**config.mk**
```make
export PLATFORM = sky130hd
export DESIGN_NAME = rational_arith_reduce
export DESIGN_NICKNAME = d
export VERILOG_FILES = /design/src/rtl/core/rar_pkg.sv /design/src/rtl/core/rar_mul.sv /design/src/rtl/core/rar_gcd.sv /design/src/rtl/core/rar_div.sv /design/src/rtl/core/rational_arith_reduce.sv
export VERILOG_INCLUDE_DIRS = /design/src /design/src/rtl/core
export SDC_FILE = /design/constraint.sdc
export NUM_CORES = 2
export LEC_CHECK = 0
export BUFFER_PORTS_ARGS = -buffer_cell sky130_fd_sc_hd__buf_2
export CAP_MARGIN = 20
export CORE_MARGIN = 2
export CORE_UTILIZATION = 45
export DETAILED_ROUTE_END_ITERATION = 7
export PLACE_DENSITY = 0.69
export SYNTH_ARGS = -nofsm -noshare
export SYNTH_HDL_FRONTEND = slang
export SYNTH_SLANG_ARGS = --single-unit
```
**constraint.sdc**
```tcl
create_clock -name clock -period 8.1 [get_ports clock]
set_input_delay 1.62 -clock clock [delete_from_list [all_inputs] [get_ports clock]]
set_output_delay 1.62 -clock clock [all_outputs]
set_load 0.005 [all_outputs]
```
**src/rtl/core/rational_arith_reduce_defines.svh**
```systemverilog
// Assertion macros for the rational reduce RTL.
`ifndef RATIONAL_ARITH_REDUCE_DEFINES_SVH
`define RATIONAL_ARITH_REDUCE_DEFINES_SVH

`ifndef ASSERT_OFF

`define RAR_ASSERT_IMPLIES(label, clk, rst, ante, cons) \
   label: assert property (@(posedge clk) disable iff (rst) (ante) |-> (cons)) \
      else $error("rational_arith_reduce: same-cycle check failed");

`define RAR_ASSERT_NEXT(label, clk, rst, ante, cons) \
   label: assert property (@(posedge clk) disable iff (rst) (ante) |=> (cons)) \
      else $error("rational_arith_reduce: next-cycle check failed");

`else

`define RAR_ASSERT_IMPLIES(label, clk, rst, ante, cons)

`define RAR_ASSERT_NEXT(label, clk, rst, ante, cons)

`endif

`endif

```
**src/rtl/core/rar_pkg.sv**
```systemverilog
`default_nettype none

package rar_pkg;

   localparam int OPERAND_W = 16;
   localparam int DEN_W     = OPERAND_W - 1;
   localparam int PROD_W    = 2 * OPERAND_W;
   localparam int MAG_W     = 2 * OPERAND_W - 1;
   localparam int RES_NUM_W = 32;
   localparam int RES_DEN_W = 31;
   localparam int MUL_CNT_W = $clog2(OPERAND_W + 1);
   localparam int DIV_CNT_W = $clog2(MAG_W + 1);
   localparam int SHIFT_W   = $clog2(MAG_W);

   typedef logic [OPERAND_W-1:0] operand_type;
   typedef logic [DEN_W-1:0]     den_type;
   typedef logic [PROD_W-1:0]    prod_type;
   typedef logic [MAG_W-1:0]     mag_type;
   typedef logic [RES_NUM_W-1:0] res_num_type;
   typedef logic [RES_DEN_W-1:0] res_den_type;
   typedef logic [MUL_CNT_W-1:0] mul_cnt_type;
   typedef logic [DIV_CNT_W-1:0] div_cnt_type;
   typedef logic [SHIFT_W-1:0]   shift_type;

   typedef enum logic [1:0] {
      CMD_ADD = 2'd0,
      CMD_SUB = 2'd1,
      CMD_MUL = 2'd2,
      CMD_DIV = 2'd3
   } cmd_type;

   typedef enum logic [2:0] {
      ST_IDLE,
      ST_MUL,
      ST_COMB,
      ST_GCD,
      ST_DIV,
      ST_OUT
   } state_type;

endpackage

`default_nettype wire

```
**src/rtl/core/rar_mul.sv**
```systemverilog
`default_nettype none

module rar_mul (
   input  wire                   clock,
   input  wire                   reset,
   input  wire                   start,
   input  wire rar_pkg::operand_type mcand,
   input  wire rar_pkg::operand_type mplier,
   output logic                  done,
   output rar_pkg::prod_type     product
);

   logic                      busy_ff, busy_in;
   rar_pkg::mul_cnt_type      cnt_ff, cnt_in;
   rar_pkg::operand_type      mcand_ff, mcand_in;
   logic [rar_pkg::PROD_W:0]  acc_ff, acc_in;
   logic [rar_pkg::OPERAND_W:0] hi_sum;

   assign hi_sum = acc_ff[rar_pkg::PROD_W:rar_pkg::OPERAND_W]
                 + {1'b0, (acc_ff[0] ? mcand_ff : '0)};

   always_comb begin
      busy_in  = busy_ff;
      cnt_in   = cnt_ff;
      mcand_in = mcand_ff;
      acc_in   = acc_ff;
      if (start) begin
         busy_in  = 1'b1;
         cnt_in   = '0;
         mcand_in = mcand;
         acc_in   = {{(rar_pkg::OPERAND_W + 1){1'b0}}, mplier};
      end else if (busy_ff) begin
         // add and shift one multiplier bit
         acc_in = {1'b0, hi_sum, acc_ff[rar_pkg::OPERAND_W-1:1]};
         cnt_in = cnt_ff + rar_pkg::mul_cnt_type'(1);
         if (cnt_ff == rar_pkg::mul_cnt_type'(rar_pkg::OPERAND_W - 1)) begin
            busy_in = 1'b0;
         end
      end
   end

   always_ff @(posedge clock) begin
      if (reset) begin
         busy_ff <= 1'b0;
         cnt_ff  <= '0;
      end else begin
         busy_ff <= busy_in;
         cnt_ff  <= cnt_in;
      end
   end

   always_ff @(posedge clock) begin
      mcand_ff <= mcand_in;
      acc_ff   <= acc_in;
   end

   assign done    = !busy_ff;
   assign product = acc_ff[rar_pkg::PROD_W-1:0];

endmodule

`default_nettype wire

```
**src/rtl/core/rar_gcd.sv**
```systemverilog
`default_nettype none

module rar_gcd (
   input  wire                  clock,
   input  wire                  reset,
   input  wire                  start,
   input  wire rar_pkg::mag_type x_init,
   input  wire rar_pkg::mag_type y_init,
   output logic                 done,
   output rar_pkg::mag_type     g
);

   logic                busy_ff, busy_in;
   logic                phase_ff, phase_in;
   rar_pkg::mag_type    x_ff, x_in;
   rar_pkg::mag_type    y_ff, y_in;
   rar_pkg::shift_type  k_ff, k_in;

   always_comb begin
      busy_in  = busy_ff;
      phase_in = phase_ff;
      x_in     = x_ff;
      y_in     = y_ff;
      k_in     = k_ff;
      if (start) begin
         busy_in  = 1'b1;
         phase_in = 1'b0;
         x_in     = x_init;
         y_in     = y_init;
         k_in     = '0;
      end else if (busy_ff && !phase_ff) begin
         if (x_ff == y_ff) begin
            phase_in = 1'b1;
         end else if (!x_ff[0] && !y_ff[0]) begin
            x_in = x_ff >> 1;
            y_in = y_ff >> 1;
            k_in = k_ff + rar_pkg::shift_type'(1);
         end else if (!x_ff[0]) begin
            x_in = x_ff >> 1;
         end else if (!y_ff[0]) begin
            y_in = y_ff >> 1;
         end else if (x_ff > y_ff) begin
            x_in = x_ff - y_ff;
         end else begin
            y_in = y_ff - x_ff;
         end
      end else if (busy_ff) begin
         // restore common factors of two
         if (k_ff == '0) begin
            busy_in = 1'b0;
         end else begin
            x_in = x_ff << 1;
            k_in = k_ff - rar_pkg::shift_type'(1);
         end
      end
   end

   always_ff @(posedge clock) begin
      if (reset) begin
         busy_ff  <= 1'b0;
         phase_ff <= 1'b0;
         k_ff     <= '0;
      end else begin
         busy_ff  <= busy_in;
         phase_ff <= phase_in;
         k_ff     <= k_in;
      end
   end

   always_ff @(posedge clock) begin
      x_ff <= x_in;
      y_ff <= y_in;
   end

   assign done = !busy_ff;
   assign g    = x_ff;

endmodule

`default_nettype wire

```
**src/rtl/core/rar_div.sv**
```systemverilog
`default_nettype none

module rar_div (
   input  wire                  clock,
   input  wire                  reset,
   input  wire                  start,
   input  wire rar_pkg::mag_type dividend,
   input  wire rar_pkg::mag_type divisor,
   output logic                 done,
   output rar_pkg::mag_type     quotient
);

   logic                     busy_ff, busy_in;
   rar_pkg::div_cnt_type     cnt_ff, cnt_in;
   rar_pkg::mag_type         rem_ff, rem_in;
   rar_pkg::mag_type         quo_ff, quo_in;
   rar_pkg::mag_type         dvs_ff, dvs_in;
   logic [rar_pkg::MAG_W:0]  trial;
   logic [rar_pkg::MAG_W:0]  diff;

   assign trial = {rem_ff, quo_ff[rar_pkg::MAG_W-1]};
   assign diff  = trial - {1'b0, dvs_ff};

   always_comb begin
      busy_in = busy_ff;
      cnt_in  = cnt_ff;
      rem_in  = rem_ff;
      quo_in  = quo_ff;
      dvs_in  = dvs_ff;
      if (start) begin
         busy_in = 1'b1;
         cnt_in  = '0;
         rem_in  = '0;
         quo_in  = dividend;
         dvs_in  = divisor;
      end else if (busy_ff) begin
         // one quotient bit per cycle, restoring
         if (!diff[rar_pkg::MAG_W]) begin
            rem_in = diff[rar_pkg::MAG_W-1:0];
            quo_in = {quo_ff[rar_pkg::MAG_W-2:0], 1'b1};
         end else begin
            rem_in = trial[rar_pkg::MAG_W-1:0];
            quo_in = {quo_ff[rar_pkg::MAG_W-2:0], 1'b0};
         end
         cnt_in = cnt_ff + rar_pkg::div_cnt_type'(1);
         if (cnt_ff == rar_pkg::div_cnt_type'(rar_pkg::MAG_W - 1)) begin
            busy_in = 1'b0;
         end
      end
   end

   always_ff @(posedge clock) begin
      if (reset) begin
         busy_ff <= 1'b0;
         cnt_ff  <= '0;
      end else begin
         busy_ff <= busy_in;
         cnt_ff  <= cnt_in;
      end
   end

   always_ff @(posedge clock) begin
      rem_ff <= rem_in;
      quo_ff <= quo_in;
      dvs_ff <= dvs_in;
   end

   assign done     = !busy_ff;
   assign quotient = quo_ff;

endmodule

`default_nettype wire

```
**src/rtl/core/rational_arith_reduce.sv**
```systemverilog
// Each request runs serial multiplies, then a binary gcd and a division of the
// numerator and denominator by the gcd; a zero or divide-by-zero result skips the
// gcd and the division, and a gcd of one skips the division. The block takes one
// word at a time: the next request is taken the cycle after the response enters
// the output register, and a response not taken holds the block. Reset is
// synchronous and clears control state only.
`default_nettype none

`include "rational_arith_reduce_defines.svh"

module rational_arith_reduce (
   input  wire                      clock,
   input  wire                      reset,
   input  wire                      req_valid,
   output logic                     req_ready,
   input  wire [1:0]                req_command,
   input  wire rar_pkg::operand_type req_a_num,
   input  wire rar_pkg::den_type    req_a_den,
   input  wire rar_pkg::operand_type req_b_num,
   input  wire rar_pkg::den_type    req_b_den,
   output logic                     rsp_valid,
   input  wire                      rsp_ready,
   output rar_pkg::res_num_type     rsp_res_num,
   output rar_pkg::res_den_type     rsp_res_den,
   output logic                     rsp_reduced,
   output logic                     rsp_div_zero
);

   rar_pkg::state_type    state_ff, state_in;
   rar_pkg::cmd_type      cmd_ff;
   logic                  neg1_ff, neg2_ff;

   logic                  mul_start, gcd_start, div_start, rsp_load;
   logic                  mul_a_done, mul_b_done, mul_c_done;
   rar_pkg::prod_type     prod_a, prod_b, prod_c;
   logic                  gcd_done, div_n_done, div_d_done;
   rar_pkg::mag_type      gcd_g, quo_n, quo_d;

   rar_pkg::operand_type  abs1, abs2, d1, d2;
   rar_pkg::operand_type  mul_a_y, mul_c_y;
   logic                  is_addsub, sign_b;
   rar_pkg::mag_type      mag_c, den_c;
   logic                  neg_c, num_zero, den_zero;

   rar_pkg::mag_type      mag_ff, den_ff;
   logic                  neg_ff, red_ff, dz_ff;
   rar_pkg::mag_type      res_mag, res_dm;

   logic                  rsp_valid_ff;
   rar_pkg::res_num_type  rsp_res_num_ff;
   rar_pkg::res_den_type  rsp_res_den_ff;
   logic                  rsp_reduced_ff, rsp_div_zero_ff;

   // operand preparation on the request word
   assign abs1 = req_a_num[rar_pkg::OPERAND_W-1] ? (~req_a_num + rar_pkg::operand_type'(1))
                                                 : req_a_num;
   assign abs2 = req_b_num[rar_pkg::OPERAND_W-1] ? (~req_b_num + rar_pkg::operand_type'(1))
                                                 : req_b_num;
   assign d1 = (req_a_num == '0) ? rar_pkg::operand_type'(1) : {1'b0, req_a_den};
   assign d2 = (req_b_num == '0) ? rar_pkg::operand_type'(1) : {1'b0, req_b_den};
   assign mul_a_y = (rar_pkg::cmd_type'(req_command) == rar_pkg::CMD_MUL) ? abs2 : d2;
   assign mul_c_y = (rar_pkg::cmd_type'(req_command) == rar_pkg::CMD_DIV) ? abs2 : d2;

   rar_mul u_mul_a (
      .clock   (clock),
      .reset   (reset),
      .start   (mul_start),
      .mcand   (abs1),
      .mplier  (mul_a_y),
      .done    (mul_a_done),
      .product (prod_a)
   );

   rar_mul u_mul_b (
      .clock   (clock),
      .reset   (reset),
      .start   (mul_start),
      .mcand   (abs2),
      .mplier  (d1),
      .done    (mul_b_done),
      .product (prod_b)
   );

   rar_mul u_mul_c (
      .clock   (clock),
      .reset   (reset),
      .start   (mul_start),
      .mcand   (d1),
      .mplier  (mul_c_y),
      .done    (mul_c_done),
      .product (prod_c)
   );

   // combine the cross products into sign and magnitude
   assign is_addsub = (cmd_ff == rar_pkg::CMD_ADD) || (cmd_ff == rar_pkg::CMD_SUB);
   assign sign_b    = neg2_ff ^ (cmd_ff == rar_pkg::CMD_SUB);

   always_comb begin
      if (!is_addsub) begin
         mag_c = rar_pkg::mag_type'(prod_a);
         neg_c = neg1_ff ^ neg2_ff;
      end else if (neg1_ff == sign_b) begin
         mag_c = rar_pkg::mag_type'(prod_a + prod_b);
         neg_c = neg1_ff;
      end else if (prod_a >= prod_b) begin
         mag_c = rar_pkg::mag_type'(prod_a - prod_b);
         neg_c = neg1_ff;
      end else begin
         mag_c = rar_pkg::mag_type'(prod_b - prod_a);
         neg_c = sign_b;
      end
   end

   assign den_c    = rar_pkg::mag_type'(prod_c);
   assign num_zero = (mag_c == '0);
   assign den_zero = (prod_c == '0);

   rar_gcd u_gcd (
      .clock  (clock),
      .reset  (reset),
      .start  (gcd_start),
      .x_init (mag_c),
      .y_init (den_c),
      .done   (gcd_done),
      .g      (gcd_g)
   );

   rar_div u_div_num (
      .clock    (clock),
      .reset    (reset),
      .start    (div_start),
      .dividend (mag_ff),
      .divisor  (gcd_g),
      .done     (div_n_done),
      .quotient (quo_n)
   );

   rar_div u_div_den (
      .clock    (clock),
      .reset    (reset),
      .start    (div_start),
      .dividend (den_ff),
      .divisor  (gcd_g),
      .done     (div_d_done),
      .quotient (quo_d)
   );

   always_comb begin
      state_in = state_ff;
      case (state_ff)
         rar_pkg::ST_IDLE: begin
            if (req_valid) begin
               state_in = rar_pkg::ST_MUL;
            end
         end
         rar_pkg::ST_MUL: begin
            if (mul_a_done && mul_b_done && mul_c_done) begin
               state_in = rar_pkg::ST_COMB;
            end
         end
         rar_pkg::ST_COMB: begin
            if (den_zero || num_zero) begin
               state_in = rar_pkg::ST_OUT;
            end else begin
               state_in = rar_pkg::ST_GCD;
            end
         end
         rar_pkg::ST_GCD: begin
            if (gcd_done) begin
               if (gcd_g > rar_pkg::mag_type'(1)) begin
                  state_in = rar_pkg::ST_DIV;
               end else begin
                  state_in = rar_pkg::ST_OUT;
               end
            end
         end
         rar_pkg::ST_DIV: begin
            if (div_n_done && div_d_done) begin
               state_in = rar_pkg::ST_OUT;
            end
         end
         rar_pkg::ST_OUT: begin
            if (!rsp_valid_ff || rsp_ready) begin
               state_in = rar_pkg::ST_IDLE;
            end
         end
         default: begin
            state_in = rar_pkg::ST_IDLE;
         end
      endcase
   end

   always_comb begin
      req_ready = 1'b0;
      mul_start = 1'b0;
      gcd_start = 1'b0;
      div_start = 1'b0;
      rsp_load  = 1'b0;
      case (state_ff)
         rar_pkg::ST_IDLE: begin
            req_ready = 1'b1;
            mul_start = req_valid;
         end
         rar_pkg::ST_COMB: begin
            gcd_start = !den_zero && !num_zero;
         end
         rar_pkg::ST_GCD: begin
            div_start = gcd_done && (gcd_g > rar_pkg::mag_type'(1));
         end
         rar_pkg::ST_OUT: begin
            rsp_load = !rsp_valid_ff || rsp_ready;
         end
         default: begin
            req_ready = 1'b0;
         end
      endcase
   end

   always_ff @(posedge clock) begin
      if (reset) begin
         state_ff     <= rar_pkg::ST_IDLE;
         rsp_valid_ff <= 1'b0;
      end else begin
         state_ff <= state_in;
         if (rsp_load) begin
            rsp_valid_ff <= 1'b1;
         end else if (rsp_ready) begin
            rsp_valid_ff <= 1'b0;
         end
      end
   end

   assign res_mag = red_ff ? quo_n : mag_ff;
   assign res_dm  = red_ff ? quo_d : den_ff;

   always_ff @(posedge clock) begin
      if (mul_start) begin
         cmd_ff  <= rar_pkg::cmd_type'(req_command);
         neg1_ff <= req_a_num[rar_pkg::OPERAND_W-1];
         neg2_ff <= req_b_num[rar_pkg::OPERAND_W-1];
      end
      if (state_ff == rar_pkg::ST_COMB) begin
         dz_ff  <= den_zero;
         red_ff <= 1'b0;
         if (den_zero || num_zero) begin
            mag_ff <= '0;
            den_ff <= rar_pkg::mag_type'(1);
            neg_ff <= 1'b0;
         end else begin
            mag_ff <= mag_c;
            den_ff <= den_c;
            neg_ff <= neg_c;
         end
      end
      if (div_start) begin
         red_ff <= 1'b1;
      end
      if (rsp_load) begin
         rsp_res_num_ff  <= neg_ff ? (rar_pkg::res_num_type'(0)
                                      - rar_pkg::res_num_type'(res_mag))
                                   : rar_pkg::res_num_type'(res_mag);
         rsp_res_den_ff  <= rar_pkg::res_den_type'(res_dm);
         rsp_reduced_ff  <= red_ff;
         rsp_div_zero_ff <= dz_ff;
      end
   end

   assign rsp_valid    = rsp_valid_ff;
   assign rsp_res_num  = rsp_res_num_ff;
   assign rsp_res_den  = rsp_res_den_ff;
   assign rsp_reduced  = rsp_reduced_ff;
   assign rsp_div_zero = rsp_div_zero_ff;

   `RAR_ASSERT_IMPLIES(a_div_zero_result, clock, reset,
      rsp_valid_ff && rsp_div_zero_ff,
      rsp_res_num_ff == '0 && rsp_res_den_ff == rar_pkg::res_den_type'(1) && !rsp_reduced_ff)
   `RAR_ASSERT_NEXT(a_accept_starts_mul, clock, reset,
      req_valid && req_ready, state_ff == rar_pkg::ST_MUL)
   `RAR_ASSERT_IMPLIES(a_reduced_nonzero, clock, reset,
      rsp_valid_ff && rsp_reduced_ff, !rsp_div_zero_ff && rsp_res_num_ff != '0)
   `RAR_ASSERT_NEXT(a_out_holds, clock, reset,
      state_ff == rar_pkg::ST_OUT && rsp_valid_ff && !rsp_ready, state_ff == rar_pkg::ST_OUT)

endmodule

`default_nettype wire

```
# Word-level counts from Yosys, hierarchy flattened
# Cells that the tools add are included.
[totals] ff_bits=536 elab_cells=240
[op_classes] addsub=20 magnitude_cmp=3 eq_ne=30 mux=87 bitwise=4 n_reduce_logical=49
[op_table] operator="two-way mux 31 bit" count=28
[op_table] operator="two-way mux 16 bit" count=12
[op_table] operator="subtractor 31 bit" count=4
[op_table] operator="subtractor 32 x 31 -> 32 bit" count=2
[op_table] operator="adder 16 x 16 -> 17 bit" count=3
[op_table] operator="two-way mux 15 bit" count=3
[op_table] operator="adder 16 x 1 -> 16 bit (second input constant)" count=2
[op_table] operator=">= comparator 32 bit" count=1
[op_table] operator="zero test 16 bit" count=2
[op_table] operator="zero test 32 bit" count=1
[op_table] operator="two-way mux 1 bit" count=32
[op_table] operator="NOT 16 bit" count=2
[op_table] operator="subtractor 1 x 31 -> 32 bit (first input constant)" count=1
[op_table] operator="adder 31 bit" count=1
[op_table] operator="equality test 31 bit" count=1
[op_table] operator="greater-than comparator 31 x 1 -> 1 bit (second input constant)" count=1
[op_table] operator="greater-than comparator 31 bit" count=1
[op_table] operator="zero test 31 bit" count=1
[op_table] operator="adder 5 x 1 -> 5 bit (second input constant)" count=6
[op_table] operator="two-way mux 5 bit" count=5
[op_table] operator="two-way mux 3 bit" count=6
[op_table] operator="!= test 2 bit (second input constant)" count=9
[op_table] operator="one-hot mux 3 bit (6 select lines)" count=1
[op_table] operator="nonzero test 2 bit" count=8
[op_table] operator="other kinds (27)" count=60

# Depth between registers and ports, before layout
[depth] word_depth=11 mapped_depth=23 depth_no_buf=18

# Cells and area by module
# From an unflattened synthesis, not the netlist that was laid out.
[unflattened] cells_unflattened=4425 area_unflattened_um2=40983.1
[by_module_without_submodules] module="rational_arith_reduce" instances=1 cells_each=1639 area_each_um2=13843.3 seq_area_each_um2=4093.9
[by_module_without_submodules] module="rar_mul" instances=3 cells_each=244 area_each_um2=2793.9 seq_area_each_um2=1401.3
[by_module_without_submodules] module="rar_gcd" instances=1 cells_each=916 area_each_um2=7363.3 seq_area_each_um2=2001.9
[by_module_without_submodules] module="rar_div (u_div_num)" instances=1 cells_each=572 area_each_um2=5753.0 seq_area_each_um2=2602.5
[by_module_without_submodules] module="rar_div (u_div_den)" instances=1 cells_each=566 area_each_um2=5641.7 seq_area_each_um2=2602.5

# Worst setup path after synthesis
# No wires, ideal clock.
[synth_timing] path_kind="register to register" startpoint="register u_mul_a.acc_ff[4] (netlist name)" endpoint="register u_gcd.y_ff[10], enable pin" arrival_time_ns=5.229 path_slack_ns=2.237 stages_incl_launch_ff=19 n_path_buf=2 synth_period_minus_slack_ns=5.863 path_cell_list="edfxtp_1 inv_1 ha_1 buf_6 a21o_1 a2111oi_4 a211oi_1 or3_1 a221o_1 o21a_1 or4_1 a221oi_2 nand4b_1 nor4_1 and4_1 a41oi_2 nand2_2 buf_2 o21ai_0"
[synth_between] elab_chain_len=10
[synth_lines] item="start: declaration" line_no="rar_mul.sv:16" source="logic [rar_pkg::PROD_W:0] acc_ff, acc_in;"
[synth_lines] item="start signal: assignment" line_no="rar_mul.sv:54" source="acc_ff <= acc_in;"
[synth_lines] item="subtractor 31 bit (tied with other cells)" line_no="rational_arith_reduce.sv:109" source="mag_c = rar_pkg::mag_type'(prod_b - prod_a);"
[synth_lines] item="two-way mux 31 bit" line_no="rational_arith_reduce.sv:105" source="end else if (prod_a >= prod_b) begin"
[synth_lines] item="two-way mux 31 bit" line_no="rational_arith_reduce.sv:102" source="end else if (neg1_ff == sign_b) begin"
[synth_lines] item="two-way mux 31 bit (*)" line_no="rational_arith_reduce.sv:99" source="if (!is_addsub) begin"
[synth_lines] item="zero test 31 bit (*)" line_no="rational_arith_reduce.sv:115" source="assign num_zero = (mag_c == '0);"
[synth_lines] item="zero test 1 bit (*)" line_no="rational_arith_reduce.sv:205" source="gcd_start = !den_zero && !num_zero;"
[synth_lines] item="logical AND 1 bit (*)" line_no="rational_arith_reduce.sv:205"
[synth_lines] item="two-way mux 1 bit (*)" line_no="rational_arith_reduce.sv:199" source="case (state_ff)"
[synth_lines] item="!= test 4 bit (no line) (tied with other cells)"
[synth_lines] item="AND reduction 4 bit (no line) (*)"
[synth_lines] item="end signal: assignment" line_no="rar_gcd.sv:72" source="y_ff <= y_in;"
[synth_lines] item="end: declaration" line_no="rar_gcd.sv:16" source="rar_pkg::mag_type y_ff, y_in;"
# Mark *: on every way between the ends. The rest lies on a longest branch, timed or not.
# A chain may end at the register's enable or synchronous reset.

# Final worst setup path
[layout_timing] startpoint="register u_mul_a.acc_ff[0] (netlist name)" endpoint="register u_gcd.y_ff[30] (data pin)"
[layout_between] elab_chain_len=9
[layout_lines] item="subtractor 31 bit (tied with other cells)" line_no="rational_arith_reduce.sv:109"
[layout_lines] item="two-way mux 31 bit" line_no="rational_arith_reduce.sv:105"
[layout_lines] item="two-way mux 31 bit" line_no="rational_arith_reduce.sv:102"
[layout_lines] item="two-way mux 31 bit (*)" line_no="rational_arith_reduce.sv:99"
[layout_lines] item="zero test 31 bit (*)" line_no="rational_arith_reduce.sv:115"
[layout_lines] item="zero test 1 bit (*)" line_no="rational_arith_reduce.sv:205"
[layout_lines] item="logical AND 1 bit (*)" line_no="rational_arith_reduce.sv:205"
[layout_lines] item="two-way mux 1 bit (*)" line_no="rational_arith_reduce.sv:199"
[layout_lines] item="two-way mux 31 bit (*)" line_no="rar_gcd.sv:25" source="if (start) begin"
[layout_lines] item="named net u_gcd.y_in[30]" line_no="rar_gcd.sv:16"
# Mark *: on every way through the listed nets, which the timed path passes. The rest lies on a longest branch.

==> results.cfg <==
[clocking]
cts_root_buf = clkbuf_16
cts-resized-gates = 0
cts_sinks = 535
htree_levels = 2
numCtsBuffers = 59
clk_transition_reported_paths_ns = 0.07
cts_setup_buffers = 0
clk_latency_ns = 0.69
cts_buffer_depth = 3
hold_buffers = 0
cts_tree = built

[drt]
drtIter0Drc = 3360
drc_errors = 0
vias_per_cell = 5.99
wl_per_cell_um = 22.2
dr.pass1.iters = 6
vias = 32100
ant_nets = 0
routed_wl_um = 119000

[layout]
drive_gt1_frac = 0.0934
area_growth_syn_to_layout_pct = 9.72
final_common_cell = nand2_1
layout_common_cells = 426 x nand2_1, 383 x edfxtp_1, 350 x a21oi_1
layout.nets = 4581

[grt]
grt_pass1_vias = 30000
grt_pass1_wl_um = 179000
grt_use_total = 0.268
gr-total-overflow = 0
grt_max_degree = 85
antenna_found_initial = 12

[worst_setup_path]
startpoint_type = register
cpMaxStageDelayCell = o211a_1
worstPathRequired_ns = 8.54
crit_path_max_fanout = 48
cp_cell_sequence = inv_1, ha_1, fa_1, nor2b_1, o211ai_1, a211oi_1, o31ai_1, o211a_1, buf_4, mux2i_1, or4_1, a221oi_2, nand4b_1, nor4_1, and4_1, a41oi_4, buf_4, and2_1, o41ai_2
crit_type = reg2reg
crit_top_cell = buf_4
cpPeakStageDelay_ns = 0.93
cp.arrival_ns = 7.46
endpoint_kind = register

[yosys]
synth_flop_cell = edfxtp_1
synth_enable_flop_cells = 383
syn-cell-area_um2 = 37900
syn_avg_cell_area_um2 = 9.01
synth_nets = 4563
ys_types = 84
synth_largest_area_cell = edfxtp_1
synth_cells = 4205
ys_ff_latch = 535
ys_seq_area_frac = 0.384
ys_warn_count = 0
synth_area_leaders = edfxtp_1 30%, ha_1 9.2%, dfxtp_1 8.0%, a21oi_1 4.6%, nand2_1 4.2%
synth_top_area_frac = 0.304
synthArstFlopShare = 0

[pwr]
leakage_nw = 17.3
power_w = 0.0176
power_per_cell_area_nw_per_um2 = 423
comb_power_share = 0.575
pwr-share-clk = 0.164
vdd_drop_max_mv = 0.230
p_seq_frac = 0.260
p_int_w = 0.00920
swShare = 0.476
power_switching_w = 0.00837

[timing]
tightest_slew_ns = 1.18
fmax_mhz = 142
period_needed_ns = 7.02
hold_violations = 0
slew_headroom = 0.209
setup-tns-final_ns = 0
fin_hold_ws_ns = 0.433
period_share = 0.867
grt_setup_unrepaired = no
slew_viol_final = 0
finalSetupViolCount = 0
clock-skew-final_ns = 0.0641

[run_status]
status = finished clean

[floorplanning]
die_y_um = 294
core-area_um2 = 83400
pin_count = 135
initial_core_util = 0.454
die_w_um = 294
dieArea_um2 = 86500
core.rowCount = 106

[placed_design]
gp_congestion = 1.02
numPortBuffers = 134
dp.final_hpwl_um = 90000

[flow_run]
drv_cap = 0

[min_path]
worstHoldPathType = reg2reg
## power groups by stage
stage / combinational (W) / clock, W / sequential, W
after global placement: 0.00974 / 0 / 0.00459
final: 0.0101 / 0.00289 / 0.00457
after floorplan: 0.00723 / 0 / 0.00423
after global routing: 0.0110 / 0.00303 / 0.00462
after detailed placement: 0.00979 / 0 / 0.00460
after CTS: 0.00985 / 0.00294 / 0.00455
## sequential cells by signal, indices dropped and copies added, names as in the netlist, 15 cells and up
register,flops
rsp_res_den,31
u_mul_a.mcand_ff,16
u_div_num.dvs_ff,31
u_mul_a.acc_ff,32
u_mul_b.acc_ff,32
rsp_res_num,32
u_mul_c.acc_ff,32
u_div_den.rem_ff,31
mag_ff,31
u_div_num.rem_ff,31
u_gcd.g,31
u_mul_c.mcand_ff,15
u_gcd.y_ff,31
u_mul_b.mcand_ff,16
den_ff,31
u_div_num.quotient,31
u_div_den.quotient,31
## worst max-delay path: cells and delay by family, from the launching register on
family / cells / cell delay, ns
adders and majority gates: 2 / 0.44
muxes: 1 / 0.20
DFF: 1 / 0.66
buffers and inverters: 3 / 0.86
and+or+nand+nor: 6 / 1.91
AOI/OAI and AO/OA: 7 / 2.73
## Yosys cell counts, drive strengths merged, types with 14 or more instances
master and instances:
edfxtp 383, and2 100, nand4 50, and3 24
o221ai 30, nor2 322, a211oi 43, mux2 64
o21ai 290, a21oi 350, o21a 30, nor4 28
a221oi 15, a311oi 19, nand2b 51, a31oi 41
o41ai 14, nand3 68, xnor2 129, nand2 428
o31ai 39, inv 266, or3 29, clkbuf 183
nor2b 36, a21o 108, mux2i 145, buf 34
dfxtp 152, ha 279, or2 14, nor3 74
xor2 115, o211ai 22, o21bai 41, o22ai 17
## worst paths after layout
path / from / end / slack, ns / cells after the start
worst min-delay path: dz_ff / rsp_div_zero / 0.43 / 0
worst max-delay path: u_mul_a.acc_ff[0] / u_gcd.y_ff[30] / 1.08 / 19
worst min register to register: dz_ff / rsp_div_zero / 0.43 / 0
worst max register to register: u_mul_a.acc_ff[0] / u_gcd.y_ff[30] / 1.08 / 19
## area by class of cell
| cell class | instances | area (um2) |
|---|---|---|
| antenna | 2 | 5.00 |
| multi-input combinational | 3185 | 21500 |
| clock inverter | 44 | 537 |
| fill | 7697 | 41900 |
| clock buffer | 68 | 1560 |
| tap | 1080 | 1350 |
| timing repair buffer | 174 | 987 |
| inverter | 268 | 1010 |
| sequential | 535 | 14600 |
## metrics by stage
step / cells / area (um2) / setup WS, ns / util
3_3_place_gp: 5240 / 39400 / 1.45 / 0.472
3_5_place_dp: 5240 / 39400 / 1.21 / 0.472
6_report: 5356 / 41500 / 1.08 / 0.498
5_1_grt: 5354 / 41500 / 0.798 / 0.498
4_1_cts: 5352 / 41500 / 1.20 / 0.498
2_1_floorplan: 4205 / 37900 / 2.24 / -
## kinds of logic after synthesis
family,Yosys count,synth area share
flip-flops,535,0.384
multiplexers,209,0.0574
adder cells (fa/ha/maj),290,0.0980
buffers and inverters,485,0.0493
AND/OR/NAND/NOR,1271,0.159
XOR/XNOR,244,0.0564
AO/OA/AOI/OAI,1171,0.196
## metal layers
| metal | part of all wire | wire length, um | global-route usage | vias up |
|---|---|---|---|---|
| li1 | - | - | - | 15200 |
| met1 | 0.43 | 50900 | 0.361 | 15300 |
| met5 | 0.00055 | 65 | 0 | - |
| met2 | 0.45 | 52900 | 0.422 | 1287 |
| met3 | 0.078 | 9310 | 0.0449 | 279 |
| met4 | 0.048 | 5690 | 0.118 | 10 |
Power figures use the tool's default switching activity.
